$ cat config.mk
export PLATFORM = sky130hd
export DESIGN_NAME = masked_standardized_dot_product_unit
export DESIGN_NICKNAME = d
export VERILOG_FILES = /design/src/hdl/msdp_pkg.sv /design/src/hdl/msdp_div.sv /design/src/hdl/msdp_mul.sv /design/src/hdl/masked_standardized_dot_product_unit.sv
export SDC_FILE = /design/constraint.sdc
export NUM_CORES = 2
export LEC_CHECK = 0
export BUFFER_PORTS_ARGS = -buffer_cell sky130_fd_sc_hd__buf_2
export CELL_PAD_IN_SITES_DETAIL_PLACEMENT = 0
export CELL_PAD_IN_SITES_GLOBAL_PLACEMENT = 1
export CORE_MARGIN = 5
export CORE_UTILIZATION = 39
export CTS_CLUSTER_DIAMETER = 30
export DETAILED_ROUTE_END_ITERATION = 10
export PLACE_DENSITY_LB_ADDON = 0.1
export SYNTH_ARGS = -nofsm -noshare
export SYNTH_HDL_FRONTEND = slang
export SYNTH_SLANG_ARGS = --single-unit
$ cat constraint.sdc
create_clock -name clock -period 17.35 [get_ports clock]
set_clock_uncertainty 0.05 [all_clocks]
set_input_delay 3.47 -clock clock [delete_from_list [all_inputs] [get_ports clock]]
set_output_delay 3.47 -clock clock [all_outputs]
set_load 0.01 [all_outputs]
$ cat src/hdl/msdp_pkg.sv
package msdp_pkg;

   // field widths of the item formats
   localparam int COUNT_W = 4;
   localparam int MEAN_W  = 16;
   localparam int SUM_W   = 64;

   // fraction bits of a standardized value and of the sum
   localparam int ACC_FRAC = 24;

   // multiplier digit
   localparam int DIGIT_W = 8;

   localparam int MAX_COUNT_DEF = 8;
   localparam int FRAC_BITS_DEF = 12;

   localparam int NUM_W_DEF = $clog2(MAX_COUNT_DEF + 1) + FRAC_BITS_DEF;
   localparam int MAG_W_DEF = (NUM_W_DEF > MEAN_W) ? NUM_W_DEF : MEAN_W;
   localparam int SD_W_DEF  = (FRAC_BITS_DEF + 1 > MEAN_W) ? FRAC_BITS_DEF + 1 : MEAN_W;
   localparam int Z_W_DEF   = MAG_W_DEF + ACC_FRAC;

   localparam logic [SUM_W-1:0] POS_MAX = {1'b0, {(SUM_W-1){1'b1}}};
   localparam logic [SUM_W-1:0] NEG_MIN = {1'b1, {(SUM_W-1){1'b0}}};

   typedef struct packed {
      logic [COUNT_W-1:0] x_count;
      logic [COUNT_W-1:0] y_count;
      logic               x_missing;
      logic               y_missing;
      logic [MEAN_W-1:0]  mean_value;
      logic [MEAN_W-1:0]  sd_value;
      logic               last_locus;
   } req_type;

   typedef struct packed {
      logic signed [SUM_W-1:0] dot_product;
      logic                    saturated;
   } rsp_type;

   typedef enum logic [1:0] {
      ST_IDLE,
      ST_DIV,
      ST_MUL,
      ST_ACC
   } state_type;

endpackage

$ cat src/hdl/msdp_div.sv
module msdp_div
   import msdp_pkg::*;
#(
   parameter int MAG_W = MAG_W_DEF,
   parameter int SD_W  = SD_W_DEF
) (
   input  logic                      clock,
   input  logic                      reset,
   input  logic                      start,
   input  logic [MAG_W-1:0]          mag_x,
   input  logic [MAG_W-1:0]          mag_y,
   input  logic [SD_W-1:0]           divisor,
   output logic                      done,
   output logic [MAG_W+ACC_FRAC-1:0] quot_x,
   output logic [MAG_W+ACC_FRAC-1:0] quot_y
);

   localparam int Z_W   = MAG_W + ACC_FRAC;
   localparam int CNT_W = $clog2(Z_W);

   // two restoring lanes sharing one divisor, one quotient bit per cycle
   logic [Z_W-1:0]   dvd_ff [2];
   logic [Z_W-1:0]   dvd_in [2];
   logic [SD_W-1:0]  rem_ff [2];
   logic [SD_W-1:0]  rem_in [2];
   logic [SD_W:0]    trial  [2];
   logic             ge     [2];
   logic [SD_W-1:0]  sd_ff;
   logic [SD_W-1:0]  sd_in;
   logic [CNT_W-1:0] cnt_ff;
   logic [CNT_W-1:0] cnt_in;
   logic             busy_ff;
   logic             busy_in;
   logic             done_ff;
   logic             done_in;

   always_comb begin
      for (int i = 0; i < 2; i++) begin
         trial[i] = {rem_ff[i], dvd_ff[i][Z_W-1]};
         ge[i]    = (trial[i] >= {1'b0, sd_ff});
      end
   end

   always_comb begin
      busy_in = busy_ff;
      cnt_in  = cnt_ff;
      done_in = 1'b0;
      sd_in   = sd_ff;
      for (int i = 0; i < 2; i++) begin
         dvd_in[i] = dvd_ff[i];
         rem_in[i] = rem_ff[i];
      end
      if (start) begin
         busy_in   = 1'b1;
         cnt_in    = '0;
         sd_in     = divisor;
         dvd_in[0] = {mag_x, {ACC_FRAC{1'b0}}};
         dvd_in[1] = {mag_y, {ACC_FRAC{1'b0}}};
         rem_in[0] = '0;
         rem_in[1] = '0;
      end else if (busy_ff) begin
         for (int i = 0; i < 2; i++) begin
            rem_in[i] = ge[i] ? SD_W'(trial[i] - {1'b0, sd_ff}) : SD_W'(trial[i]);
            dvd_in[i] = {dvd_ff[i][Z_W-2:0], ge[i]};
         end
         if (cnt_ff == CNT_W'(Z_W - 1)) begin
            busy_in = 1'b0;
            done_in = 1'b1;
         end else begin
            cnt_in = cnt_ff + 1'b1;
         end
      end
   end

   always_ff @(posedge clock) begin
      if (reset) begin
         busy_ff <= 1'b0;
         done_ff <= 1'b0;
         cnt_ff  <= '0;
      end else begin
         busy_ff <= busy_in;
         done_ff <= done_in;
         cnt_ff  <= cnt_in;
      end
   end

   always_ff @(posedge clock) begin
      sd_ff     <= sd_in;
      dvd_ff[0] <= dvd_in[0];
      dvd_ff[1] <= dvd_in[1];
      rem_ff[0] <= rem_in[0];
      rem_ff[1] <= rem_in[1];
   end

   assign done   = done_ff;
   assign quot_x = dvd_ff[0];
   assign quot_y = dvd_ff[1];

endmodule

$ cat src/hdl/msdp_mul.sv
module msdp_mul
   import msdp_pkg::*;
#(
   parameter int Z_W = Z_W_DEF
) (
   input  logic                  clock,
   input  logic                  reset,
   input  logic                  start,
   input  logic [Z_W-1:0]        op_a,
   input  logic [Z_W-1:0]        op_b,
   output logic                  done,
   output logic [Z_W+((Z_W+DIGIT_W-1)/DIGIT_W)*DIGIT_W-1:0] product
);

   localparam int ND    = (Z_W + DIGIT_W - 1) / DIGIT_W;
   localparam int LO_W  = ND * DIGIT_W;
   localparam int SW    = Z_W + DIGIT_W;
   localparam int CNT_W = (ND > 1) ? $clog2(ND) : 1;

   // one digit of op_b per cycle, low digits first
   logic [Z_W-1:0]   a_ff;
   logic [Z_W-1:0]   a_in;
   logic [LO_W-1:0]  b_ff;
   logic [LO_W-1:0]  b_in;
   logic [Z_W-1:0]   hi_ff;
   logic [Z_W-1:0]   hi_in;
   logic [LO_W-1:0]  lo_ff;
   logic [LO_W-1:0]  lo_in;
   logic [SW-1:0]    part;
   logic [SW-1:0]    sum;
   logic [CNT_W-1:0] cnt_ff;
   logic [CNT_W-1:0] cnt_in;
   logic             busy_ff;
   logic             busy_in;
   logic             done_ff;
   logic             done_in;

   assign part = SW'(a_ff) * SW'(b_ff[DIGIT_W-1:0]);
   assign sum  = {{DIGIT_W{1'b0}}, hi_ff} + part;

   always_comb begin
      a_in    = a_ff;
      b_in    = b_ff;
      hi_in   = hi_ff;
      lo_in   = lo_ff;
      cnt_in  = cnt_ff;
      busy_in = busy_ff;
      done_in = 1'b0;
      if (start) begin
         a_in    = op_a;
         b_in    = LO_W'(op_b);
         hi_in   = '0;
         lo_in   = '0;
         cnt_in  = '0;
         busy_in = 1'b1;
      end else if (busy_ff) begin
         lo_in = {sum[DIGIT_W-1:0], lo_ff[LO_W-1:DIGIT_W]};
         hi_in = sum[SW-1:DIGIT_W];
         b_in  = b_ff >> DIGIT_W;
         if (cnt_ff == CNT_W'(ND - 1)) begin
            busy_in = 1'b0;
            done_in = 1'b1;
         end else begin
            cnt_in = cnt_ff + 1'b1;
         end
      end
   end

   always_ff @(posedge clock) begin
      if (reset) begin
         busy_ff <= 1'b0;
         done_ff <= 1'b0;
         cnt_ff  <= '0;
      end else begin
         busy_ff <= busy_in;
         done_ff <= done_in;
         cnt_ff  <= cnt_in;
      end
   end

   always_ff @(posedge clock) begin
      a_ff  <= a_in;
      b_ff  <= b_in;
      hi_ff <= hi_in;
      lo_ff <= lo_in;
   end

   assign done    = done_ff;
   assign product = {hi_ff, lo_ff};

endmodule

$ cat src/hdl/masked_standardized_dot_product_unit.sv
// masked standardized dot product of two individuals over a run of loci. each
// req item carries one locus: both allele counts (clipped to MAX_COUNT), both
// missing flags and the locus mean and standard deviation with FRAC_BITS
// fraction bits (a deviation of zero counts as 1.0). when neither individual is
// missing, both centred counts are divided by the deviation into Q.24 values on
// a bit-serial divider with two lanes sharing the divisor, multiplied on a
// digit-serial multiplier (8 bits of one operand per cycle), truncated to Q.24
// and added to a saturating signed Q40.24 sum. any clipping of the product or
// of the sum sets the saturated flag. an item with last_locus set gives one rsp
// item with the sum including that locus, then the sum and flag clear; other
// items give nothing. a full locus goes from idle through the divider and
// multiplier states and accumulate back to idle, taking no item meanwhile; the
// divider loop over max(clog2(MAX_COUNT+1)+FRAC_BITS, 16) + 24 quotient bits
// takes most of the time. a locus with a missing genotype goes straight to accumulate.
// one finished result waits in an output register, so work on the next pair
// goes on while rsp_stall is held; only a second last locus waits for it.
module masked_standardized_dot_product_unit
   import msdp_pkg::*;
#(
   parameter int MAX_COUNT = MAX_COUNT_DEF,
   parameter int FRAC_BITS = FRAC_BITS_DEF
) (
   input  logic    clock,
   input  logic    reset,
   input  logic    req_valid,
   output logic    req_stall,
   input  req_type req_data,
   output logic    rsp_valid,
   input  logic    rsp_stall,
   output rsp_type rsp_data
);

   // widths that follow from the parameters
   localparam int CNT_W = $clog2(MAX_COUNT + 1);
   localparam int CX_W  = (CNT_W > COUNT_W) ? CNT_W : COUNT_W;
   localparam int NUM_W = CNT_W + FRAC_BITS;
   localparam int MAG_W = (NUM_W > MEAN_W) ? NUM_W : MEAN_W;
   localparam int SD_W  = (FRAC_BITS + 1 > MEAN_W) ? FRAC_BITS + 1 : MEAN_W;
   localparam int Z_W   = MAG_W + ACC_FRAC;
   localparam int ND    = (Z_W + DIGIT_W - 1) / DIGIT_W;
   localparam int PRD_W = Z_W + ND * DIGIT_W;
   // product widened so that the bits above the int64 window always exist
   localparam int TOP_B = ACC_FRAC + SUM_W;
   localparam int PX_W  = (PRD_W > TOP_B) ? PRD_W : TOP_B + 1;

   state_type state_ff;
   state_type state_in;

   logic             req_acc;
   logic             skip;
   logic             div_start;
   logic             div_done;
   logic             mul_done;
   logic [Z_W-1:0]   quot_x;
   logic [Z_W-1:0]   quot_y;
   logic [PRD_W-1:0] mul_prod;

   // front end: clip counts, centre on the mean, keep the sign apart
   logic [CX_W-1:0]  cnt_raw [2];
   logic [CX_W-1:0]  cnt_cl  [2];
   logic [MAG_W-1:0] num     [2];
   logic [MAG_W-1:0] mag     [2];
   logic             neg     [2];
   logic [MAG_W-1:0] mean_ext;
   logic [SD_W-1:0]  sd_eff;

   // per-item flags held while the item is worked on
   logic neg_x_ff;
   logic neg_y_ff;
   logic last_ff;
   logic skip_ff;

   // accumulation
   logic [PX_W-1:0]  prod_x;
   logic [SUM_W-1:0] mag64;
   logic             big;
   logic             pneg;
   logic             clip;
   logic [SUM_W-1:0] term;
   logic [SUM_W-1:0] sum;
   logic             add_ovf;
   logic [SUM_W-1:0] new_acc;
   logic             new_ovf;
   logic [SUM_W-1:0] acc_ff;
   logic [SUM_W-1:0] acc_in;
   logic             ovf_ff;
   logic             ovf_in;

   // output register
   logic    out_free;
   logic    load;
   logic    rsp_valid_ff;
   logic    rsp_valid_in;
   rsp_type rsp_data_ff;

   assign req_stall = (state_ff != ST_IDLE);
   assign req_acc   = req_valid && !req_stall;
   assign skip      = req_data.x_missing || req_data.y_missing;
   assign div_start = req_acc && !skip;

   assign cnt_raw[0] = CX_W'(req_data.x_count);
   assign cnt_raw[1] = CX_W'(req_data.y_count);
   assign mean_ext   = MAG_W'(req_data.mean_value);
   assign sd_eff     = (req_data.sd_value == '0) ? (SD_W'(1) << FRAC_BITS)
                                                 : SD_W'(req_data.sd_value);

   always_comb begin
      for (int i = 0; i < 2; i++) begin
         cnt_cl[i] = (cnt_raw[i] > CX_W'(MAX_COUNT)) ? CX_W'(MAX_COUNT) : cnt_raw[i];
         num[i]    = MAG_W'(cnt_cl[i]) << FRAC_BITS;
         neg[i]    = (num[i] < mean_ext);
         mag[i]    = neg[i] ? (mean_ext - num[i]) : (num[i] - mean_ext);
      end
   end

   msdp_div #(
      .MAG_W (MAG_W),
      .SD_W  (SD_W)
   ) u_div (
      .clock   (clock),
      .reset   (reset),
      .start   (div_start),
      .mag_x   (mag[0]),
      .mag_y   (mag[1]),
      .divisor (sd_eff),
      .done    (div_done),
      .quot_x  (quot_x),
      .quot_y  (quot_y)
   );

   // the multiplier starts as the quotients land
   msdp_mul #(
      .Z_W (Z_W)
   ) u_mul (
      .clock   (clock),
      .reset   (reset),
      .start   (div_done),
      .op_a    (quot_x),
      .op_b    (quot_y),
      .done    (mul_done),
      .product (mul_prod)
   );

   // product magnitude >> 24, clipped into the int64 range
   always_comb begin
      prod_x = PX_W'(mul_prod);
      mag64  = prod_x[ACC_FRAC +: SUM_W];
      big    = |prod_x[PX_W-1:TOP_B];
      pneg   = (neg_x_ff ^ neg_y_ff) && (mag64 != '0);
      if (pneg) begin
         clip = big || (mag64 > NEG_MIN);
         term = clip ? NEG_MIN : (~mag64 + SUM_W'(1));
      end else begin
         clip = big || mag64[SUM_W-1];
         term = clip ? POS_MAX : mag64;
      end
      sum     = acc_ff + term;
      add_ovf = (acc_ff[SUM_W-1] == term[SUM_W-1]) && (sum[SUM_W-1] != acc_ff[SUM_W-1]);
      if (skip_ff) begin
         new_acc = acc_ff;
         new_ovf = ovf_ff;
      end else begin
         new_acc = add_ovf ? (acc_ff[SUM_W-1] ? NEG_MIN : POS_MAX) : sum;
         new_ovf = ovf_ff || clip || add_ovf;
      end
   end

   assign out_free = !rsp_valid_ff || !rsp_stall;
   assign load     = (state_ff == ST_ACC) && last_ff && out_free;

   // sequencer: next state and accumulator update
   always_comb begin
      state_in = state_ff;
      acc_in   = acc_ff;
      ovf_in   = ovf_ff;
      unique case (state_ff)
         ST_IDLE: begin
            if (req_valid) begin
               state_in = skip ? ST_ACC : ST_DIV;
            end
         end
         ST_DIV: begin
            if (div_done) begin
               state_in = ST_MUL;
            end
         end
         ST_MUL: begin
            if (mul_done) begin
               state_in = ST_ACC;
            end
         end
         ST_ACC: begin
            // a last locus holds here until the output register is free
            if (!last_ff) begin
               state_in = ST_IDLE;
               acc_in   = new_acc;
               ovf_in   = new_ovf;
            end else if (out_free) begin
               state_in = ST_IDLE;
               acc_in   = '0;
               ovf_in   = 1'b0;
            end
         end
         default: begin
            state_in = ST_IDLE;
         end
      endcase
   end

   assign rsp_valid_in = load || (rsp_valid_ff && rsp_stall);

   always_ff @(posedge clock) begin
      if (reset) begin
         state_ff     <= ST_IDLE;
         acc_ff       <= '0;
         ovf_ff       <= 1'b0;
         rsp_valid_ff <= 1'b0;
      end else begin
         state_ff     <= state_in;
         acc_ff       <= acc_in;
         ovf_ff       <= ovf_in;
         rsp_valid_ff <= rsp_valid_in;
      end
   end

   // item flags and result payload
   always_ff @(posedge clock) begin
      if (req_acc) begin
         neg_x_ff <= neg[0];
         neg_y_ff <= neg[1];
         last_ff  <= req_data.last_locus;
         skip_ff  <= skip;
      end
      if (load) begin
         rsp_data_ff.dot_product <= new_acc;
         rsp_data_ff.saturated   <= new_ovf;
      end
   end

   assign rsp_valid = rsp_valid_ff;
   assign rsp_data  = rsp_data_ff;

endmodule

==> metrics.md <==
| Metric | Value |
|---|---|
| Status | finished clean |
| FF-to-FF setup slack | ~11 ns |
| Crit-path most repeated cell | a21oi_1 |
| Number of synthesized flops with an enable pin | 197 |
| Slew headroom | a little over a quarter |
| N_diodes | 0 |
| Synth Instances | around 3,700 |
| Max Cap Violations | 0 |
| Endpoints failing setup | 0 |
| CTS H-tree depth | 3 |
| CTS Sinks | a little over 400 |
| Largest family of logic cells by synthesized area | adder cells |
| Gr ovfl total | 0 |
| Mux cell area share after synthesis | under 10% |
| Final ANT Viol Nets | 0 |
| Initial antenna violation count | 0 |
| Initial Util | ~39% |
| Top FF cell, synth | dfxtp_1 |
| Number of placement rows | approximately 110 |
| Post-CTS Hold Buffers | 0 |
| Worst hold path class | register to register |
| Inst Count DP | slightly below 5,000 |
| GP Congestion | 0.844 |
| Post-layout nets | between 4,000 and 5,000 |
| Number of CTS-inserted buffers | roughly 110 |
| Die Y-Extent | roughly 300 um |
| Die width | slightly above 300 um |
| Crit path required time | 17.84 ns |
| DP HPWL | 72.8 mm |
| Worst-margin pin slew | around 1.1 ns |
| Commonest non-fill, non-tap cells in the layout | inv_1 (410), nand2_1 (375), fa_1 (273) |
| Post-Syn Area per Cell | between 9 and 10 um^2 |
| First-pass GRT wire length | between 150 and 200 mm |
| Worst skew pair latency | around 0.7 ns |
| Syn Nets | roughly 4,200 |
| Clock transition at the registers of the reported paths | around 0.050 ns |
| DR pass1 iterations | 7 |
| Crit path cell chain | nor4_2 > nand2b_1 > or3_1 > nor3_2 > nand2_1 > nor2_1 > nand4_1 > nor2_1 > a41oi_1 > xnor2_1 > ha_1 > a21oi_1 > o21ai_0 > a31o_2 > a21oi_1 > o21ai_0 > a21bo_2 > a311oi_2 > nor2_2 > buf_4 > nand2_1 > a21oi_1 > a21o_1 |
| Min Tclk post-route | 6.84 ns |
| Design area | between 0.03 and 0.04 mm^2 |
| Fin cells | between 5,000 and 6,000 |
| Post-CTS sizing | 0 |
| Compound-Gate Fraction of Synth Area | between 10% and 20% |
| Synth Cell Area | 0.0338 mm^2 |
| Total global-route track usage | slightly above 20% |
| I/O Pins | 114 |
| Critical-path maximum fanout | 35 |
| Tot Pwr | 5.72 mW |
| Critical Path Start Type | register |
| Leakage dissipation | around 17 nW |
| Final Hold Fails | 0 |
| Placed inst area | ~0.035 mm^2 |
| Final setup margin | 10.51 ns |
| WL final | between 90 and 100 mm |
| CP max stage delay | between 0.6 and 0.7 ns |
| DR WL/cell | around 19 um |
| Postcts setup bufs | 0 |
| CP Capture Type | register |
| Setup CP Type | register to register |
| Detailed-route via count | between 20,000 and 30,000 |
| Arrival time at the worst endpoint | ~7.3 ns |
| Fillers | about 8,500 |
| Max Fclk | 146 MHz |
| PortBufs | around 110 |
| Share of layout cells above drive strength 1 | between 10% and 20% |
| RSZ-0062 raised after global routing | no |
| Async S/R FF share, synth | 0% |
| Core area | approximately 0.086 mm^2 |
| CTS root buf | clkbuf_16 |
| YS warnings | 0 |
| CTS max path bufs | 3 |
| Sequential area share after synthesis | around 30% |
| Fin. max-slew vios | 0 |
| Simple-gate portion of the synthesized area | 16.2% |
| Power per cell area | approximately 150 mW/mm^2 |
| Most common cell after layout, fill and taps aside | inv_1 |
| Maximum vdd ir drop | around 0.00012 V |
| Number of distinct library cells after synthesis | a little under 90 |
| Vias in the first global route | ~26,000 |
| P&R area growth vs syn | 15.9% |
| Synth Area in Adders | a little under a quarter |
| Slowest cell on the critical path | nand2_1 |
| Post-synthesis xor/xnor area fraction | under 10% |
| Die ar. | 0.0925 mm^2 |
| # DRC | 0 |
| Flops & latches, synth | around 410 |
| Vias/cell | 5.12 |
| Largest net degree at the start of global routing | between 80 and 90 |
| Dpl ws | around 11 ns |
| CTS tree | done |
| Sum Neg Setup Slack | 0 ns |
| Final period utilization | ~39% |
| DRT iter0 DRCs | approximately 1,300 |
## synth_stat cells (all sizes together), types with 9 or more instances
cell	count	area (um^2)
edfxtp	197	5920
mux2	33	372
or3	10	62.6
nand2	376	1410
o21bai	11	82.6
xor2	74	648
a31o	11	96.3
nor2b	24	150
nand2b	27	169
ha	186	2330
xnor2	132	1160
a22o	45	394
nand3	74	370
clkbuf	139	522
dfxtp	217	4340
a21boi	9	67.6
nor3	33	180
o21ai	252	1260
a211oi	27	203
fa	273	5470
nand4	35	219
nor4	13	93.8
a31oi	23	144
a21oi	199	1010
nor2	260	981
a41oi	9	86.3
o211ai	15	113
buf	35	174
inv	413	1550
o31ai	17	133
and2	234	1460
and3	22	138
mux2i	95	951
o41ai	10	95.1
a21o	84	631
## power by group
part	switching, mW	internal (mW)	total (mW)
registers	0.121	1.19	1.31
clock network	0.639	1.40	2.04
logic	1.44	0.933	2.38
## cells by family after synthesis
logic type | after synthesis
xor gates and xnor gates | 206
and+or+nand+nor | 1138
DFF | 414
muxes | 128
AOI/OAI and AO/OA | 771
buffers and inverters | 587
adders and majority gates | 459
## worst paths after layout
kind                                    to            start  cells past startpoint
worst max-delay path            acc_ff[55]  u_mul.lo_ff[32]                     23
worst min-delay path            u_mul.done    u_mul.busy_ff                      2
worst max register to register  acc_ff[55]  u_mul.lo_ff[32]                     23
worst min register to register  u_mul.done    u_mul.busy_ff                      2
## cell type report
type / count / area, um^2 / area share (%)
clock buffer: 127 / 2770 / 7.08
clock inverter: 72 / 1030 / 2.62
inverter: 413 / 1550 / 3.96
timing repair buffer: 145 / 806 / 2.06
tap: 1155 / 1450 / 3.69
sequential: 414 / 10300 / 26.2
multi-input combinational: 2702 / 21300 / 54.3
## through the flow
step	hold WS [ns]	util (%)
3_3_place_gp	0.384	40.9
4_1_cts	0.396	45.3
3_5_place_dp	0.386	40.9
2_1_floorplan	0.373	-
6_report	0.395	45.3
5_1_grt	0.401	45.3
## state kept, by name (all words and copies together) (netlist names), 2 cells and up
name,flops
u_mul.cnt_ff,3
u_mul.a_ff,40
u_mul.b_ff,40
u_div.rem_ff,32
state_ff,2
u_div.cnt_ff,6
u_mul.hi_ff,40
rsp_data,65
u_mul.lo_ff,16
u_div.dvd_ff,80
u_div.sd_ff,16
acc_ff,64
## layer usage
layer  GRT usage [%]  routed length, um  up-vias
met5               0                  0        -
met4            5.00               1920        0
met3            2.80               3400      115
met2            31.8              42800      422
met1            29.3              46800    12500
li1                -                  -    12700
## critical path, delay by kind of cell, from the launching register on
kind	cells	cell delay [ns]
buf+inv	1	0.27
compound gates	10	2.19
xor+xnor	1	0.32
fa+ha+maj	1	0.40
flops	1	0.36
simple gates	10	3.10
Note: power is estimated with default switching activity, not from simulation.
